### config.mk
export PLATFORM = sky130hd
export DESIGN_NAME = dc_motor_soft_ramp_pwm_flat
export DESIGN_NICKNAME = d
export VERILOG_FILES = /design/src/rtl/core/dcm_pkg.sv /design/src/rtl/core/dcm_if.sv /design/src/rtl/core/dcm_cfg_regs.sv /design/src/rtl/core/dcm_ctrl.sv /design/src/rtl/core/dcm_reload.sv /design/src/rtl/core/dc_motor_soft_ramp_pwm.sv /design/src/flat_wrapper.sv
export SDC_FILE = /design/constraint.sdc
export NUM_CORES = 1
export LEC_CHECK = 0
export BUFFER_PORTS_ARGS = -buffer_cell sky130_fd_sc_hd__buf_4
export CORE_ASPECT_RATIO = 1.4
export CORE_MARGIN = 1.5
export CORE_UTILIZATION = 45
export DETAILED_ROUTE_END_ITERATION = 10
export GPL_TIMING_DRIVEN = 1
export SKIP_LAST_GASP = 1
export SYNTH_ARGS = -nofsm -noshare
export SYNTH_HDL_FRONTEND = slang
export SYNTH_SLANG_ARGS = --single-unit
### constraint.sdc
create_clock -name clk -period 26.9 [get_ports clk]
set_input_delay 1.345 -clock clk [delete_from_list [all_inputs] [get_ports clk]]
set_output_delay 1.345 -clock clk [all_outputs]
set_load 0.01 [all_outputs]
### src/rtl/core/dcm_pkg.sv
// dcm_pkg: shared types and constants for the dc motor soft ramp pwm block
// no dependencies; used by the interfaces and every module under rtl/core
`timescale 1ns / 1ps

package dcm_pkg;

    localparam int ADC_BITS_DEF = 12;

    localparam int STEP_W   = 12;
    localparam int PERIOD_W = 24;
    localparam int CFG_AW   = 2;
    localparam int CFG_DW   = 24;

    localparam logic [STEP_W-1:0]   RAMP_STEP_RST = STEP_W'(410);
    localparam logic [PERIOD_W-1:0] PERIOD_RST    = PERIOD_W'(80000);

    typedef enum logic [1:0] {
        ST_INACTIVE  = 2'd0,
        ST_RAMP_UP   = 2'd1,
        ST_ACTIVE    = 2'd2,
        ST_RAMP_DOWN = 2'd3
    } run_state_t;

    typedef enum logic [1:0] {
        FN_TICK   = 2'd0,
        FN_START  = 2'd1,
        FN_STOP   = 2'd2,
        FN_EXPIRE = 2'd3
    } func_t;

    typedef enum logic [CFG_AW-1:0] {
        CFG_INPUT_MODE  = 2'd0,
        CFG_KEYPAD_DIR  = 2'd1,
        CFG_RAMP_STEP   = 2'd2,
        CFG_PWM_PERIOD  = 2'd3
    } cfg_idx_t;

    localparam logic [1:0] PIN_OFF   = 2'd0;
    localparam logic [1:0] PIN_RIGHT = 2'd1;
    localparam logic [1:0] PIN_LEFT  = 2'd2;

    typedef struct packed {
        logic                input_mode;
        logic                keypad_direction;
        logic [STEP_W-1:0]   ramp_step;
        logic [PERIOD_W-1:0] pwm_period_counts;
    } cfg_t;

    typedef struct packed {
        run_state_t  motor_state;
        logic        direction;
        logic [1:0]  pin_drive;
        logic        phase_high;
        logic        reload_valid;
    } status_t;

endpackage

### src/rtl/core/dcm_if.sv
// dcm_if: valid/ready channels for events, results and register writes
// depends on dcm_pkg
`timescale 1ns / 1ps

interface dcm_in_if #(
    parameter int ADC_BITS = dcm_pkg::ADC_BITS_DEF
);
    logic                valid;
    logic                ready;
    logic [1:0]          func;
    logic [ADC_BITS-1:0] adc_sample;

    modport source (output valid, func, adc_sample, input ready);
    modport sink   (input valid, func, adc_sample, output ready);
endinterface

interface dcm_out_if #(
    parameter int ADC_BITS = dcm_pkg::ADC_BITS_DEF
);
    logic                          valid;
    logic                          ready;
    logic [1:0]                    motor_state;
    logic [ADC_BITS-1:0]           duty;
    logic                          direction;
    logic [1:0]                    pin_drive;
    logic                          phase_high;
    logic                          reload_valid;
    logic [dcm_pkg::PERIOD_W-1:0]  reload_count;

    modport source (output valid, motor_state, duty, direction, pin_drive, phase_high,
                    reload_valid, reload_count, input ready);
    modport sink   (input valid, motor_state, duty, direction, pin_drive, phase_high,
                    reload_valid, reload_count, output ready);
endinterface

interface dcm_cfg_if;
    logic                        valid;
    logic                        ready;
    logic [dcm_pkg::CFG_AW-1:0]  addr;
    logic [dcm_pkg::CFG_DW-1:0]  data;

    modport source (output valid, addr, data, input ready);
    modport sink   (input valid, addr, data, output ready);
endinterface

### src/rtl/core/dcm_cfg_regs.sv
// dcm_cfg_regs: configuration register file behind the write channel
// depends on dcm_pkg and dcm_if
`timescale 1ns / 1ps

module dcm_cfg_regs (
    input  logic          clk,
    input  logic          rst_n,
    dcm_cfg_if.sink       cfg,
    output dcm_pkg::cfg_t regs
);

    dcm_pkg::cfg_t regs_reg;
    dcm_pkg::cfg_t regs_next;

    assign cfg.ready = 1'b1;
    assign regs      = regs_reg;

    always_comb
    begin
        regs_next = regs_reg;
        if (cfg.valid)
        begin
            unique case (dcm_pkg::cfg_idx_t'(cfg.addr))
                dcm_pkg::CFG_INPUT_MODE:
                    regs_next.input_mode = cfg.data[0];
                dcm_pkg::CFG_KEYPAD_DIR:
                    regs_next.keypad_direction = cfg.data[0];
                dcm_pkg::CFG_RAMP_STEP:
                    regs_next.ramp_step = cfg.data[dcm_pkg::STEP_W-1:0];
                dcm_pkg::CFG_PWM_PERIOD:
                    regs_next.pwm_period_counts = cfg.data[dcm_pkg::PERIOD_W-1:0];
                default:
                    regs_next = regs_reg;
            endcase
        end
    end

    always_ff @(posedge clk or negedge rst_n)
    begin
        if (!rst_n)
        begin
            regs_reg.input_mode        <= 1'b0;
            regs_reg.keypad_direction  <= 1'b0;
            regs_reg.ramp_step         <= dcm_pkg::RAMP_STEP_RST;
            regs_reg.pwm_period_counts <= dcm_pkg::PERIOD_RST;
        end
        else
        begin
            regs_reg <= regs_next;
        end
    end

endmodule

### src/rtl/core/dcm_ctrl.sv
// dcm_ctrl: motor state machine, soft ramp and pwm phase toggle per event
// depends on dcm_pkg
`timescale 1ns / 1ps

module dcm_ctrl #(
    parameter int ADC_BITS = dcm_pkg::ADC_BITS_DEF
) (
    input  logic                 clk,
    input  logic                 rst_n,
    input  logic                 accept,
    input  logic [1:0]           func,
    input  logic [ADC_BITS-1:0]  adc_sample,
    input  dcm_pkg::cfg_t        regs,
    output dcm_pkg::status_t     status,
    output logic [ADC_BITS-1:0]  duty,
    output logic [ADC_BITS-1:0]  len
);

    localparam int LW = ((ADC_BITS > dcm_pkg::STEP_W) ? ADC_BITS : dcm_pkg::STEP_W) + 2;
    localparam logic [ADC_BITS-1:0] FULL = {ADC_BITS{1'b1}};
    localparam logic [ADC_BITS-1:0] MID  = ADC_BITS'(1) << (ADC_BITS - 1);
    localparam logic signed [LW-1:0] MID_S  = LW'(MID);
    localparam logic signed [LW+1:0] FULL_W = (LW+2)'(FULL);

    dcm_pkg::run_state_t state_reg, state_next;
    logic [ADC_BITS-1:0] duty_reg, duty_next;
    logic [ADC_BITS-1:0] tgt_reg, tgt_next;
    logic [ADC_BITS-1:0] pos_reg, pos_next;
    logic                pdir_reg, pdir_next;
    logic                phase_reg, phase_next;

    logic [dcm_pkg::STEP_W-1:0] step;
    logic signed [LW-1:0] step_s, duty_s, tgt_s, pos_s, samp_s;
    logic                 rvalid;
    logic                 dir;

    // twice the distance from mid scale on the chosen side, clamped to full scale
    function automatic logic [ADC_BITS-1:0] offset_of(input logic signed [LW-1:0] p,
                                                      input logic left);
        logic signed [LW+1:0] d;
        d = left ? (LW+2)'(MID_S - p) : (LW+2)'(p - MID_S);
        d = d <<< 1;
        if (d < 0)
            offset_of = '0;
        else if (d > FULL_W)
            offset_of = FULL;
        else
            offset_of = d[ADC_BITS-1:0];
    endfunction

    assign step   = (regs.ramp_step == '0) ? dcm_pkg::STEP_W'(1) : regs.ramp_step;
    assign step_s = LW'(step);
    assign duty_s = LW'(duty_reg);
    assign tgt_s  = LW'(tgt_reg);
    assign pos_s  = LW'(pos_reg);
    assign samp_s = LW'(adc_sample);

    always_comb
    begin
        state_next = state_reg;
        duty_next  = duty_reg;
        tgt_next   = tgt_reg;
        pos_next   = pos_reg;
        pdir_next  = pdir_reg;
        phase_next = phase_reg;
        rvalid     = 1'b0;
        len        = '0;

        unique case (dcm_pkg::func_t'(func))
            dcm_pkg::FN_TICK:
            begin
                if (state_reg == dcm_pkg::ST_RAMP_DOWN)
                begin
                    duty_next = (duty_s < step_s) ? '0 : ADC_BITS'(duty_s - step_s);
                    if (duty_next == '0)
                    begin
                        state_next = dcm_pkg::ST_INACTIVE;
                        phase_next = 1'b0;
                        if (regs.input_mode)
                            pos_next = MID;
                    end
                end
                else if (!regs.input_mode)
                begin
                    if (state_reg == dcm_pkg::ST_ACTIVE)
                        duty_next = adc_sample;
                    else if (state_reg == dcm_pkg::ST_RAMP_UP)
                    begin
                        if (duty_s + step_s >= tgt_s)
                        begin
                            duty_next  = tgt_reg;
                            state_next = dcm_pkg::ST_ACTIVE;
                        end
                        else
                            duty_next = ADC_BITS'(duty_s + step_s);
                    end
                end
                else
                begin
                    if (state_reg == dcm_pkg::ST_ACTIVE)
                    begin
                        pdir_next = (samp_s < MID_S);
                        duty_next = offset_of(samp_s, pdir_next);
                    end
                    else if (state_reg == dcm_pkg::ST_RAMP_UP)
                    begin
                        pdir_next = (tgt_s < MID_S);
                        if (!pdir_next)
                        begin
                            if (pos_s + step_s >= tgt_s)
                            begin
                                pos_next   = tgt_reg;
                                state_next = dcm_pkg::ST_ACTIVE;
                            end
                            else
                                pos_next = ADC_BITS'(pos_s + step_s);
                        end
                        else
                        begin
                            if (pos_s - step_s <= tgt_s)
                            begin
                                pos_next   = tgt_reg;
                                state_next = dcm_pkg::ST_ACTIVE;
                            end
                            else
                                pos_next = ADC_BITS'(pos_s - step_s);
                        end
                        duty_next = offset_of(LW'(pos_next), pdir_next);
                    end
                end
            end
            dcm_pkg::FN_START:
            begin
                state_next = dcm_pkg::ST_RAMP_UP;
                tgt_next   = adc_sample;
            end
            dcm_pkg::FN_STOP:
            begin
                if (state_reg == dcm_pkg::ST_ACTIVE)
                    state_next = dcm_pkg::ST_RAMP_DOWN;
            end
            dcm_pkg::FN_EXPIRE:
            begin
                if (state_reg != dcm_pkg::ST_INACTIVE)
                begin
                    phase_next = !phase_reg;
                    len        = phase_reg ? (FULL - duty_reg) : duty_reg;
                    rvalid     = 1'b1;
                end
            end
            default:
            begin
                state_next = state_reg;
            end
        endcase

        dir = regs.input_mode ? pdir_next : regs.keypad_direction;

        status.motor_state  = state_next;
        status.direction    = dir;
        status.pin_drive    = phase_next ? (dir ? dcm_pkg::PIN_LEFT : dcm_pkg::PIN_RIGHT)
                                         : dcm_pkg::PIN_OFF;
        status.phase_high   = phase_next;
        status.reload_valid = rvalid;
        duty                = duty_next;
    end

    always_ff @(posedge clk or negedge rst_n)
    begin
        if (!rst_n)
        begin
            state_reg <= dcm_pkg::ST_INACTIVE;
            duty_reg  <= '0;
            tgt_reg   <= '0;
            pos_reg   <= MID;
            pdir_reg  <= 1'b0;
            phase_reg <= 1'b0;
        end
        else if (accept)
        begin
            state_reg <= state_next;
            duty_reg  <= duty_next;
            tgt_reg   <= tgt_next;
            pos_reg   <= pos_next;
            pdir_reg  <= pdir_next;
            phase_reg <= phase_next;
        end
    end

    // leaving the run only happens through a finished ramp down
    a_inactive_quiet: assert property (@(posedge clk) disable iff (!rst_n)
        (state_reg == dcm_pkg::ST_INACTIVE) |-> (duty_reg == '0 && !phase_reg))
        else $error("inactive motor with duty or high phase");

endmodule

### src/rtl/core/dcm_reload.sv
// dcm_reload: result pipeline, reload = floor(len * period / full scale) - 1
// depends on dcm_pkg; division by 2^n-1 is done by folding the high digit back in
`timescale 1ns / 1ps

module dcm_reload #(
    parameter int ADC_BITS = dcm_pkg::ADC_BITS_DEF
) (
    input  logic                          clk,
    input  logic                          rst_n,
    input  logic                          advance,
    input  logic                          in_valid,
    input  dcm_pkg::status_t              st_in,
    input  logic [ADC_BITS-1:0]           duty_in,
    input  logic [ADC_BITS-1:0]           len_in,
    input  logic [dcm_pkg::PERIOD_W-1:0]  period,
    output logic                          out_valid,
    output dcm_pkg::status_t              st_out,
    output logic [ADC_BITS-1:0]           duty_out,
    output logic [dcm_pkg::PERIOD_W-1:0]  count_out
);

    localparam int PW    = ADC_BITS + dcm_pkg::PERIOD_W;
    localparam int FOLDS = (dcm_pkg::PERIOD_W + ADC_BITS) / (ADC_BITS - 1) + 2;
    localparam logic [PW-1:0]       FULL_P = PW'({ADC_BITS{1'b1}});
    localparam logic [ADC_BITS:0]   FULL_Y = {1'b0, {ADC_BITS{1'b1}}};

    logic                         v1_reg, v2_reg, v3_reg, v4_reg;
    dcm_pkg::status_t             st1_reg, st2_reg, st3_reg, st4_reg;
    logic [ADC_BITS-1:0]          duty1_reg, duty2_reg, duty3_reg, duty4_reg;
    logic [ADC_BITS-1:0]          len1_reg;
    logic [PW-1:0]                prod2_reg, prod2_next;
    logic [dcm_pkg::PERIOD_W-1:0] q3_reg, q3_next;
    logic [ADC_BITS:0]            y3_reg, y3_next;
    logic [dcm_pkg::PERIOD_W-1:0] cnt4_reg, cnt4_next;
    logic [dcm_pkg::PERIOD_W:0]   qc;

    assign prod2_next = PW'(len1_reg) * PW'(period);

    // x = a*2^n + b = a*(2^n-1) + (a+b): quotient gains a, remainder folds to a+b
    always_comb
    begin
        logic [PW-1:0] q;
        logic [PW-1:0] y;
        q = '0;
        y = prod2_reg;
        for (int i = 0; i < FOLDS; i++)
        begin
            q = q + (y >> ADC_BITS);
            y = (y >> ADC_BITS) + (y & FULL_P);
        end
        q3_next = q[dcm_pkg::PERIOD_W-1:0];
        y3_next = y[ADC_BITS:0];
    end

    always_comb
    begin
        qc = {1'b0, q3_reg} + ((y3_reg >= FULL_Y) ? (dcm_pkg::PERIOD_W+1)'(1) : '0);
        if (!st3_reg.reload_valid || qc == '0)
            cnt4_next = '0;
        else
            cnt4_next = dcm_pkg::PERIOD_W'(qc - (dcm_pkg::PERIOD_W+1)'(1));
    end

    always_ff @(posedge clk or negedge rst_n)
    begin
        if (!rst_n)
        begin
            v1_reg <= 1'b0;
            v2_reg <= 1'b0;
            v3_reg <= 1'b0;
            v4_reg <= 1'b0;
        end
        else if (advance)
        begin
            v1_reg <= in_valid;
            v2_reg <= v1_reg;
            v3_reg <= v2_reg;
            v4_reg <= v3_reg;
        end
    end

    always_ff @(posedge clk)
    begin
        if (advance)
        begin
            st1_reg   <= st_in;
            duty1_reg <= duty_in;
            len1_reg  <= len_in;
            st2_reg   <= st1_reg;
            duty2_reg <= duty1_reg;
            prod2_reg <= prod2_next;
            st3_reg   <= st2_reg;
            duty3_reg <= duty2_reg;
            q3_reg    <= q3_next;
            y3_reg    <= y3_next;
            st4_reg   <= st3_reg;
            duty4_reg <= duty3_reg;
            cnt4_reg  <= cnt4_next;
        end
    end

    assign out_valid = v4_reg;
    assign st_out    = st4_reg;
    assign duty_out  = duty4_reg;
    assign count_out = cnt4_reg;

endmodule

### src/rtl/core/dc_motor_soft_ramp_pwm.sv
// DC motor drive with soft start/stop ramp and pwm phase reload. Takes one event
// beat per clock (ramp tick, start, stop, phase expiry) and gives one result beat
// for each, in order; the result beat reaches res through four register stages
// set by the reload multiply and the divide-by-full-scale fold pipeline. The whole
// pipeline holds while the result beat is not taken. The user must write registers
// over the cfg channel only while no event is in flight; the block does not
// enforce it itself.
// depends on dcm_pkg, dcm_if, dcm_cfg_regs, dcm_ctrl, dcm_reload
`timescale 1ns / 1ps

module dc_motor_soft_ramp_pwm #(
    parameter int ADC_BITS = dcm_pkg::ADC_BITS_DEF
) (
    input  logic       clk,
    input  logic       rst_n,
    dcm_in_if.sink     cmd,
    dcm_out_if.source  res,
    dcm_cfg_if.sink    cfg
);

    dcm_pkg::cfg_t                regs;
    dcm_pkg::status_t             st_c, st_o;
    logic [ADC_BITS-1:0]          duty_c, len_c, duty_o;
    logic [dcm_pkg::PERIOD_W-1:0] count_o;
    logic                         out_valid;
    logic                         advance;
    logic                         accept;

    assign advance   = !out_valid || res.ready;
    assign cmd.ready = advance;
    assign accept    = cmd.valid && advance;

    dcm_cfg_regs u_cfg (
        .clk  (clk),
        .rst_n(rst_n),
        .cfg  (cfg),
        .regs (regs)
    );

    dcm_ctrl #(.ADC_BITS(ADC_BITS)) u_ctrl (
        .clk       (clk),
        .rst_n     (rst_n),
        .accept    (accept),
        .func      (cmd.func),
        .adc_sample(cmd.adc_sample),
        .regs      (regs),
        .status    (st_c),
        .duty      (duty_c),
        .len       (len_c)
    );

    dcm_reload #(.ADC_BITS(ADC_BITS)) u_reload (
        .clk      (clk),
        .rst_n    (rst_n),
        .advance  (advance),
        .in_valid (accept),
        .st_in    (st_c),
        .duty_in  (duty_c),
        .len_in   (len_c),
        .period   (regs.pwm_period_counts),
        .out_valid(out_valid),
        .st_out   (st_o),
        .duty_out (duty_o),
        .count_out(count_o)
    );

    assign res.valid        = out_valid;
    assign res.motor_state  = st_o.motor_state;
    assign res.duty         = duty_o;
    assign res.direction    = st_o.direction;
    assign res.pin_drive    = st_o.pin_drive;
    assign res.phase_high   = st_o.phase_high;
    assign res.reload_valid = st_o.reload_valid;
    assign res.reload_count = count_o;

    a_reload_needs_run: assert property (@(posedge clk) disable iff (!rst_n)
        (out_valid && st_o.reload_valid) |-> (st_o.motor_state != dcm_pkg::ST_INACTIVE))
        else $error("reload reported while motor inactive");

    a_pins_follow_phase: assert property (@(posedge clk) disable iff (!rst_n)
        out_valid |-> (st_o.phase_high == (st_o.pin_drive != dcm_pkg::PIN_OFF)))
        else $error("pin drive disagrees with phase");

    a_no_reload_zero: assert property (@(posedge clk) disable iff (!rst_n)
        (out_valid && !st_o.reload_valid) |-> (count_o == '0))
        else $error("reload count without reload");

endmodule

### src/flat_wrapper.sv
// flat-port wrapper written by rule: the top's interface ports become plain ports
module dc_motor_soft_ramp_pwm_flat 
#(
    parameter int ADC_BITS = dcm_pkg::ADC_BITS_DEF
)
  (clk, rst_n, cmd_valid, cmd_func, cmd_adc_sample, cmd_ready, res_valid, res_motor_state, res_duty, res_direction, res_pin_drive, res_phase_high, res_reload_valid, res_reload_count, res_ready, cfg_valid, cfg_addr, cfg_data, cfg_ready);
  dcm_in_if #(.ADC_BITS(ADC_BITS)) cmd_i ();
  dcm_out_if #(.ADC_BITS(ADC_BITS)) res_i ();
  dcm_cfg_if cfg_i ();
  input  logic clk;
  input  logic rst_n;
  input wire logic [$bits(cmd_i.valid)-1:0] cmd_valid;
  input wire logic [$bits(cmd_i.func)-1:0] cmd_func;
  input wire logic [$bits(cmd_i.adc_sample)-1:0] cmd_adc_sample;
  output wire logic [$bits(cmd_i.ready)-1:0] cmd_ready;
  output wire logic [$bits(res_i.valid)-1:0] res_valid;
  output wire logic [$bits(res_i.motor_state)-1:0] res_motor_state;
  output wire logic [$bits(res_i.duty)-1:0] res_duty;
  output wire logic [$bits(res_i.direction)-1:0] res_direction;
  output wire logic [$bits(res_i.pin_drive)-1:0] res_pin_drive;
  output wire logic [$bits(res_i.phase_high)-1:0] res_phase_high;
  output wire logic [$bits(res_i.reload_valid)-1:0] res_reload_valid;
  output wire logic [$bits(res_i.reload_count)-1:0] res_reload_count;
  input wire logic [$bits(res_i.ready)-1:0] res_ready;
  input wire logic [$bits(cfg_i.valid)-1:0] cfg_valid;
  input wire logic [$bits(cfg_i.addr)-1:0] cfg_addr;
  input wire logic [$bits(cfg_i.data)-1:0] cfg_data;
  output wire logic [$bits(cfg_i.ready)-1:0] cfg_ready;
  assign cmd_i.valid = cmd_valid;
  assign cmd_i.func = cmd_func;
  assign cmd_i.adc_sample = cmd_adc_sample;
  assign cmd_ready = cmd_i.ready;
  assign res_valid = res_i.valid;
  assign res_motor_state = res_i.motor_state;
  assign res_duty = res_i.duty;
  assign res_direction = res_i.direction;
  assign res_pin_drive = res_i.pin_drive;
  assign res_phase_high = res_i.phase_high;
  assign res_reload_valid = res_i.reload_valid;
  assign res_reload_count = res_i.reload_count;
  assign res_i.ready = res_ready;
  assign cfg_i.valid = cfg_valid;
  assign cfg_i.addr = cfg_addr;
  assign cfg_i.data = cfg_data;
  assign cfg_ready = cfg_i.ready;
  dc_motor_soft_ramp_pwm #(.ADC_BITS(ADC_BITS)) u_core (.clk(clk), .rst_n(rst_n), .cmd(cmd_i), .res(res_i), .cfg(cfg_i));
endmodule
==> results of run 1 <==
==> cell type report <==
cell class	count	area share
clock buffers	31	0.0242
clock inverters	21	0.00797
inverters	302	0.0386
multi-input cells	2164	0.609
flip-flops and latches	267	0.260
well taps	756	0.0322
repair buffers	110	0.0281
==> layout by cell type (no fill, tap or decap), types with 13 or more instances in the layout <==
cell	netlist	final
a21o_1	37	37
a21oi_1	151	151
a31oi_1	20	20
and2_1	110	110
and3_1	17	17
buf_4	3	110
clkbuf_16	0	28
dfrtp_1	71	71
edfxtp_1	185	185
fa_1	231	231
ha_1	222	222
inv_1	301	301
mux2_2	56	56
mux2i_1	18	18
nand2_1	324	324
nand2b_1	20	19
nand3_1	50	50
nand4_1	29	29
nor2_1	191	191
nor2b_1	23	23
nor3_1	57	57
nor4_1	15	15
o211ai_1	16	16
o21a_1	23	23
o21ai_0	103	103
o21bai_1	18	18
o31ai_1	25	25
or3_1	13	13
xnor2_1	133	133
xor2_1	59	59
==> cells by family (layout without fill, tap and decap cells) <==
group	after synthesis	count (layout)
AOI/OAI and AO/OA	532	532
xor gates and xnor gates	194	194
adders and majority gates	457	457
buffers and inverters	426	464
DFF	267	267
muxes	75	75
other	1	1
and+or+nand+nor	905	905
==> stage by stage <==
step | hold WS (ps) | cell area (um2) | utilization
5_1_grt | 423 | 29400 | 0.492
6_report | 418 | 29400 | 0.492
3_5_place_dp | 405 | 28400 | 0.476
2_1_floorplan | 400 | 27100 | -
4_1_cts | 416 | 29400 | 0.492
3_3_place_gp | 400 | 28400 | 0.476
==> layer usage <==
layer  routed length [um]  global-route usage
met2                38400               0.447
met3                 3130              0.0215
met5                    0                   0
met1                29400               0.288
met4                 4140               0.123
==> worst max-delay path by stage <==
stage,to,cells after the start
finish,u_core.u_reload.q3_reg[22],54
CTS,u_core.u_reload.q3_reg[22],54
global route,u_core.u_reload.q3_reg[22],54
floorplan,u_core.u_reload.q3_reg[21],53
global placement,u_core.u_reload.q3_reg[20],54
detailed placement,u_core.u_reload.q3_reg[22],54
==> worst register-to-register path: cells and delay by family, from the launching register on <==
| kind | cells | cell delay [ps] |
|---|---|---|
| and+or+nand+nor | 13 | 2290 |
| xor gates and xnor gates | 3 | 550 |
| buffers and inverters | 3 | 210 |
| AOI/OAI and AO/OA | 24 | 4590 |
| DFF | 1 | 470 |
| adders and majority gates | 11 | 3510 |
==> results.sh, run 1 <==
export IMPL_largest_reg_flops=38
export IMPL_synth_area_leaders="edfxtp_1 20%, fa_1 17%, ha_1 10%"
export IMPL_dieHeight_um=294
export IMPL_totalWireLength_um=75100
export IMPL_hold_depth=0
export IMPL_yosysSeqAreaShare=0.281
export IMPL_r2r_start="u_core.u_reload.prod2_reg[12]"
export IMPL_synth_top_area_share=0.205
export IMPL_critPathBufInv=3
export IMPL_rsz0062_at_grt="false"
export IMPL_cp_arrival_ps=12170
export IMPL_min_to="u_core.u_reload.duty3_reg[0]"
export IMPL_overflow=0
export IMPL_synth_area_um2=27100
export IMPL_pre_cts_ws_ps=15000
export IMPL_ant_nets=0
export IMPL_max_clock_freq_mhz=84.4
export IMPL_cts_root_buf="clkbuf_16"
export IMPL_route_detailed_drc=0
export IMPL_grt_max_degree=87
export IMPL_synth_edf_count=185
export IMPL_slew_headroom=0.0227
export IMPL_timing_final_crit_share=0.441
export IMPL_worst_slew_pin_slew_ps=1450
export IMPL_slew_viol_final=0
export IMPL_clock_sinks=267
export IMPL_synthFlopType="edfxtp_1"
export IMPL_std_cell_rows=106
export IMPL_wl_per_cell_um=20.6
export IMPL_port_buffers=89
export IMPL_outcome="finished, violations left"
export IMPL_cpMostUsedCell="a21oi_1"
export IMPL_dp_cells=3599
export IMPL_die_area_um2=61800
export IMPL_synth_commonest_cells="324 x nand2_1, 301 x inv_1, 231 x fa_1"
export IMPL_finalHoldViolations=0
export IMPL_synthAdderAreaFrac=0.274
export IMPL_violations="max-capacitance violations"
export IMPL_start_kind="flop"
export IMPL_r2r_slack_ps=15050
export IMPL_avgSynthCellArea_um2=9.50
export IMPL_antenna_found_initial=0
export IMPL_cp_slowest_cell="o21ai_1"
export IMPL_grt_pass1_vias=21500
export IMPL_cts_repair_resized=0
export IMPL_crit_family="compound AO/OA/AOI/OAI gates"
export IMPL_cp_slowest_stage_delay_ps=520
export IMPL_grt_pass1_wl_um=118000
export IMPL_post_cts_buffers=0
export IMPL_h_tree_depth=1
export IMPL_insertion_delay_ps=590
export IMPL_routabilityCongestion=0.983
export IMPL_cts_tree="done"
export IMPL_crit_fanout=7
export IMPL_finClkSkew_ps=13.3
export IMPL_synth_ff_latch_count=267
export IMPL_numCtsBuffers=28
export IMPL_finalNonFillerCells=3651
export IMPL_initial_core_util=0.455
export IMPL_hp_start="u_core.u_reload.duty2_reg[0]"
export IMPL_fin_crit_ps=11850
export IMPL_end_kind="flop"
export IMPL_synth_nets=3355
export IMPL_finalSetupTns_ps=0
export IMPL_drive_above_1_share=0.0908
export IMPL_viasPerCell=5.74
export IMPL_yosys_warnings=0
export IMPL_drt_pass1_iterations=6
export IMPL_synth_xor_area_frac=0.0636
export IMPL_ctsHoldBuffers=0
export IMPL_synthMuxAreaShare=0.0304
export IMPL_die_w_um=211
export IMPL_hold_path_class="reg2reg"
export IMPL_synthCells=2857
export IMPL_multi_input_area_um2=17900
export IMPL_synthSimpleGateAreaFrac=0.160
export IMPL_ys_types=104
export IMPL_syn2layout_area_growth_pct=8.22
export IMPL_final_fill_count=5582
export IMPL_synth_top_area_cell="edfxtp_1"
export IMPL_cp_required_ps=27220
export IMPL_startpoint="u_core.u_reload.prod2_reg[12]"
export IMPL_diodes=0
export IMPL_register_area_um2=7620
export IMPL_rr_endpoint="u_core.u_reload.q3_reg[22]"
export IMPL_synth_top_family_by_area="adder cells"
export IMPL_track_usage=0.246
export IMPL_ff2ff_path_depth=54
export IMPL_vias=21000
export IMPL_coreArea_um2=59700
export IMPL_cap_violations=1
export IMPL_async_flop_share=0.307
export IMPL_final_nets=3371
export IMPL_setup_violations_final=0
export IMPL_num_io_pins=91
export IMPL_path_class="reg2reg"
export IMPL_path_clk_slew_ps=60
export IMPL_drt_iter0_markers=1349
export IMPL_worst_slack_ps=15050
export IMPL_synth_compound_area_share=0.131
export IMPL_detailed_place_hpwl_um=60000
export IMPL_clockBufferDepth=3
export IMPL_yosysMostFrequentCell="nand2_1"
Power of run 1 is left out: the tool's default activity adds up to more than one toggle a clock period on the data nets, which glitch-free logic cannot reach.
==> inputs of run 2 (changes only) <==
==> constraint.sdc (replaced) <==
create_clock -name clk -period 12 [get_ports clk]
set_input_delay 0.6 -clock clk [delete_from_list [all_inputs] [get_ports clk]]
set_output_delay 0.6 -clock clk [all_outputs]
set_load 0.01 [all_outputs]
==> run 2 against run 1 <==
Against the previous run:
- the run now ends clean
- worst setup slack lost 14000 ps
- worst hold slack lost 170 ps
- clock skew increased by 1.2 ps
- routed wire length is 0.40% higher
- sequential cell count unchanged
- die area did not move
- critical path depth decreased by 2
- critical path type unchanged
- highest routed layer unchanged
==> results.sh, run 2 (same netlist as run 1, synthesis figures left out) <==
export IMPL_fin_crit_ps=11170
export IMPL_track_usage=0.247
export IMPL_cts_root_buf="clkbuf_16"
export IMPL_crit_fanout=5
export IMPL_clock_sinks=267
export IMPL_die_area_um2=61800
export IMPL_totalWireLength_um=75400
export IMPL_cp_required_ps=12330
export IMPL_cp_slowest_cell="fa_1"
export IMPL_port_buffers=89
export IMPL_wl_per_cell_um=20.6
export IMPL_diodes=0
export IMPL_final_area_um2=29500
export IMPL_detailed_place_hpwl_um=60100
export IMPL_drive_above_1_share=0.0928
export IMPL_final_nets=3374
export IMPL_finalNonFillerCells=3654
export IMPL_path_clk_slew_ps=60
export IMPL_worst_slew_pin_slew_ps=1290
export IMPL_holdWs_ps=245
export IMPL_cap_violations=0
export IMPL_std_cell_rows=106
export IMPL_clockBufferDepth=3
export IMPL_cts_tree="done"
export IMPL_insertion_delay_ps=590
export IMPL_coreArea_um2=59700
export IMPL_initial_core_util=0.455
export IMPL_cpMostUsedCell="a21oi_1"
export IMPL_num_io_pins=91
export IMPL_finClkSkew_ps=14.5
export IMPL_final_cell_mix="324 x nand2_1, 301 x inv_1, 231 x fa_1"
export IMPL_grt_max_degree=88
export IMPL_routabilityCongestion=0.967
export IMPL_antenna_found_initial=0
export IMPL_overflow=0
export IMPL_grt_pass1_vias=21800
export IMPL_vias=21100
export IMPL_timing_final_crit_share=0.930
export IMPL_numCtsBuffers=28
export IMPL_die_w_um=211
export IMPL_hold_path_class="in2reg"
export IMPL_r2r_slack_ps=830
export IMPL_max_clock_freq_mhz=89.6
export IMPL_route_detailed_drc=0
export IMPL_path_class="reg2reg"
export IMPL_post_route_util=0.495
export IMPL_slew_headroom=0.129
export IMPL_slew_viol_final=0
export IMPL_cp_slowest_stage_delay_ps=510
export IMPL_syn2layout_area_growth_pct=8.82
export IMPL_finalHoldViolations=0
export IMPL_setup_violations_final=0
export IMPL_h_tree_depth=1
export IMPL_largest_reg_flops=38
export IMPL_dieHeight_um=294
export IMPL_drt_iter0_markers=1207
export IMPL_dp_cells=3599
export IMPL_grt_pass1_wl_um=119000
export IMPL_layout_commonest_cell="nand2_1"
export IMPL_end_kind="flop"
export IMPL_cp_arrival_ps=11490
export IMPL_start_kind="flop"
export IMPL_outcome="finished clean"
export IMPL_ant_nets=0
export IMPL_viasPerCell=5.76
export IMPL_place_area_um2=28400
export IMPL_drt_pass1_iterations=7
run 2: cell types whose count changed in the layout (fill, tap and decap cells not counted), sizes merged:
cell	delta
dlygate4sd3	+1
clkinv	-1
buf	+2
clkbuf	+3
clkinvlp	-5
bufinv	+3
run 2: path summary, 6_finish.rpt:
path	cells past startpoint	startpoint	end
max	52	u_core.u_reload.prod2_reg[12]	u_core.u_reload.q3_reg[15]
min	2	cfg_data[18]	u_core.u_cfg.regs[18]
max reg2reg	52	u_core.u_reload.prod2_reg[12]	u_core.u_reload.q3_reg[15]
min reg2reg	0	u_core.u_reload.duty2_reg[8]	u_core.u_reload.duty3_reg[8]
max in group asynchronous	3	rst_n	u_core.u_cfg.regs[10]
min in group asynchronous	2	rst_n	u_core.u_reload.out_valid
run 2: cell type report:
| cell class | count | area (um2) |
|---|---|---|
| fill | 5550 | 30200 |
| multi-input combinational | 2164 | 17900 |
| sequential | 267 | 7620 |
| inverter | 302 | 1130 |
| tap | 756 | 946 |
| timing repair buffer | 113 | 851 |
| clock buffer | 34 | 766 |
| clock inverter | 18 | 273 |
run 2: metal layers:
layer / up-vias / track usage / wire length, um
li1: 9814 / - / -
met5: - / 0 / 0
met1: 10400 / 0.283 / 29000
met2: 646 / 0.448 / 38400
met4: 0 / 0.137 / 4810
met3: 212 / 0.0268 / 3240
run 2: worst max-delay path, delay by kind of cell, from the launching register on:
| family | cells | cell delay (ps) |
|---|---|---|
| AO/OA/AOI/OAI | 23 | 4740 |
| adder cells (fa/ha/maj) | 9 | 2770 |
| AND/OR/NAND/NOR | 15 | 2290 |
| XOR/XNOR | 3 | 490 |
| flip-flops | 1 | 480 |
| buffers and inverters | 2 | 160 |
run 2: metrics by stage:
stage / worst slack, ps / TNS [ps]
after detailed placement: 289 / 0
after CTS: 290 / 0
after global routing: -36.6 / -71.6
final: 834 / 0
after floorplan: 1890 / 0
after global placement: 518 / 0
run 2: what timing repair did:
item | CTS | global route
setup endpoints to repair | 0 | 14
hold endpoints to repair | 31 | 0
hold buffers | 1 | 0
buffers inserted | 0 | 2
gates resized for setup | 0 | 8
Power of run 2 is left out for the same reason.
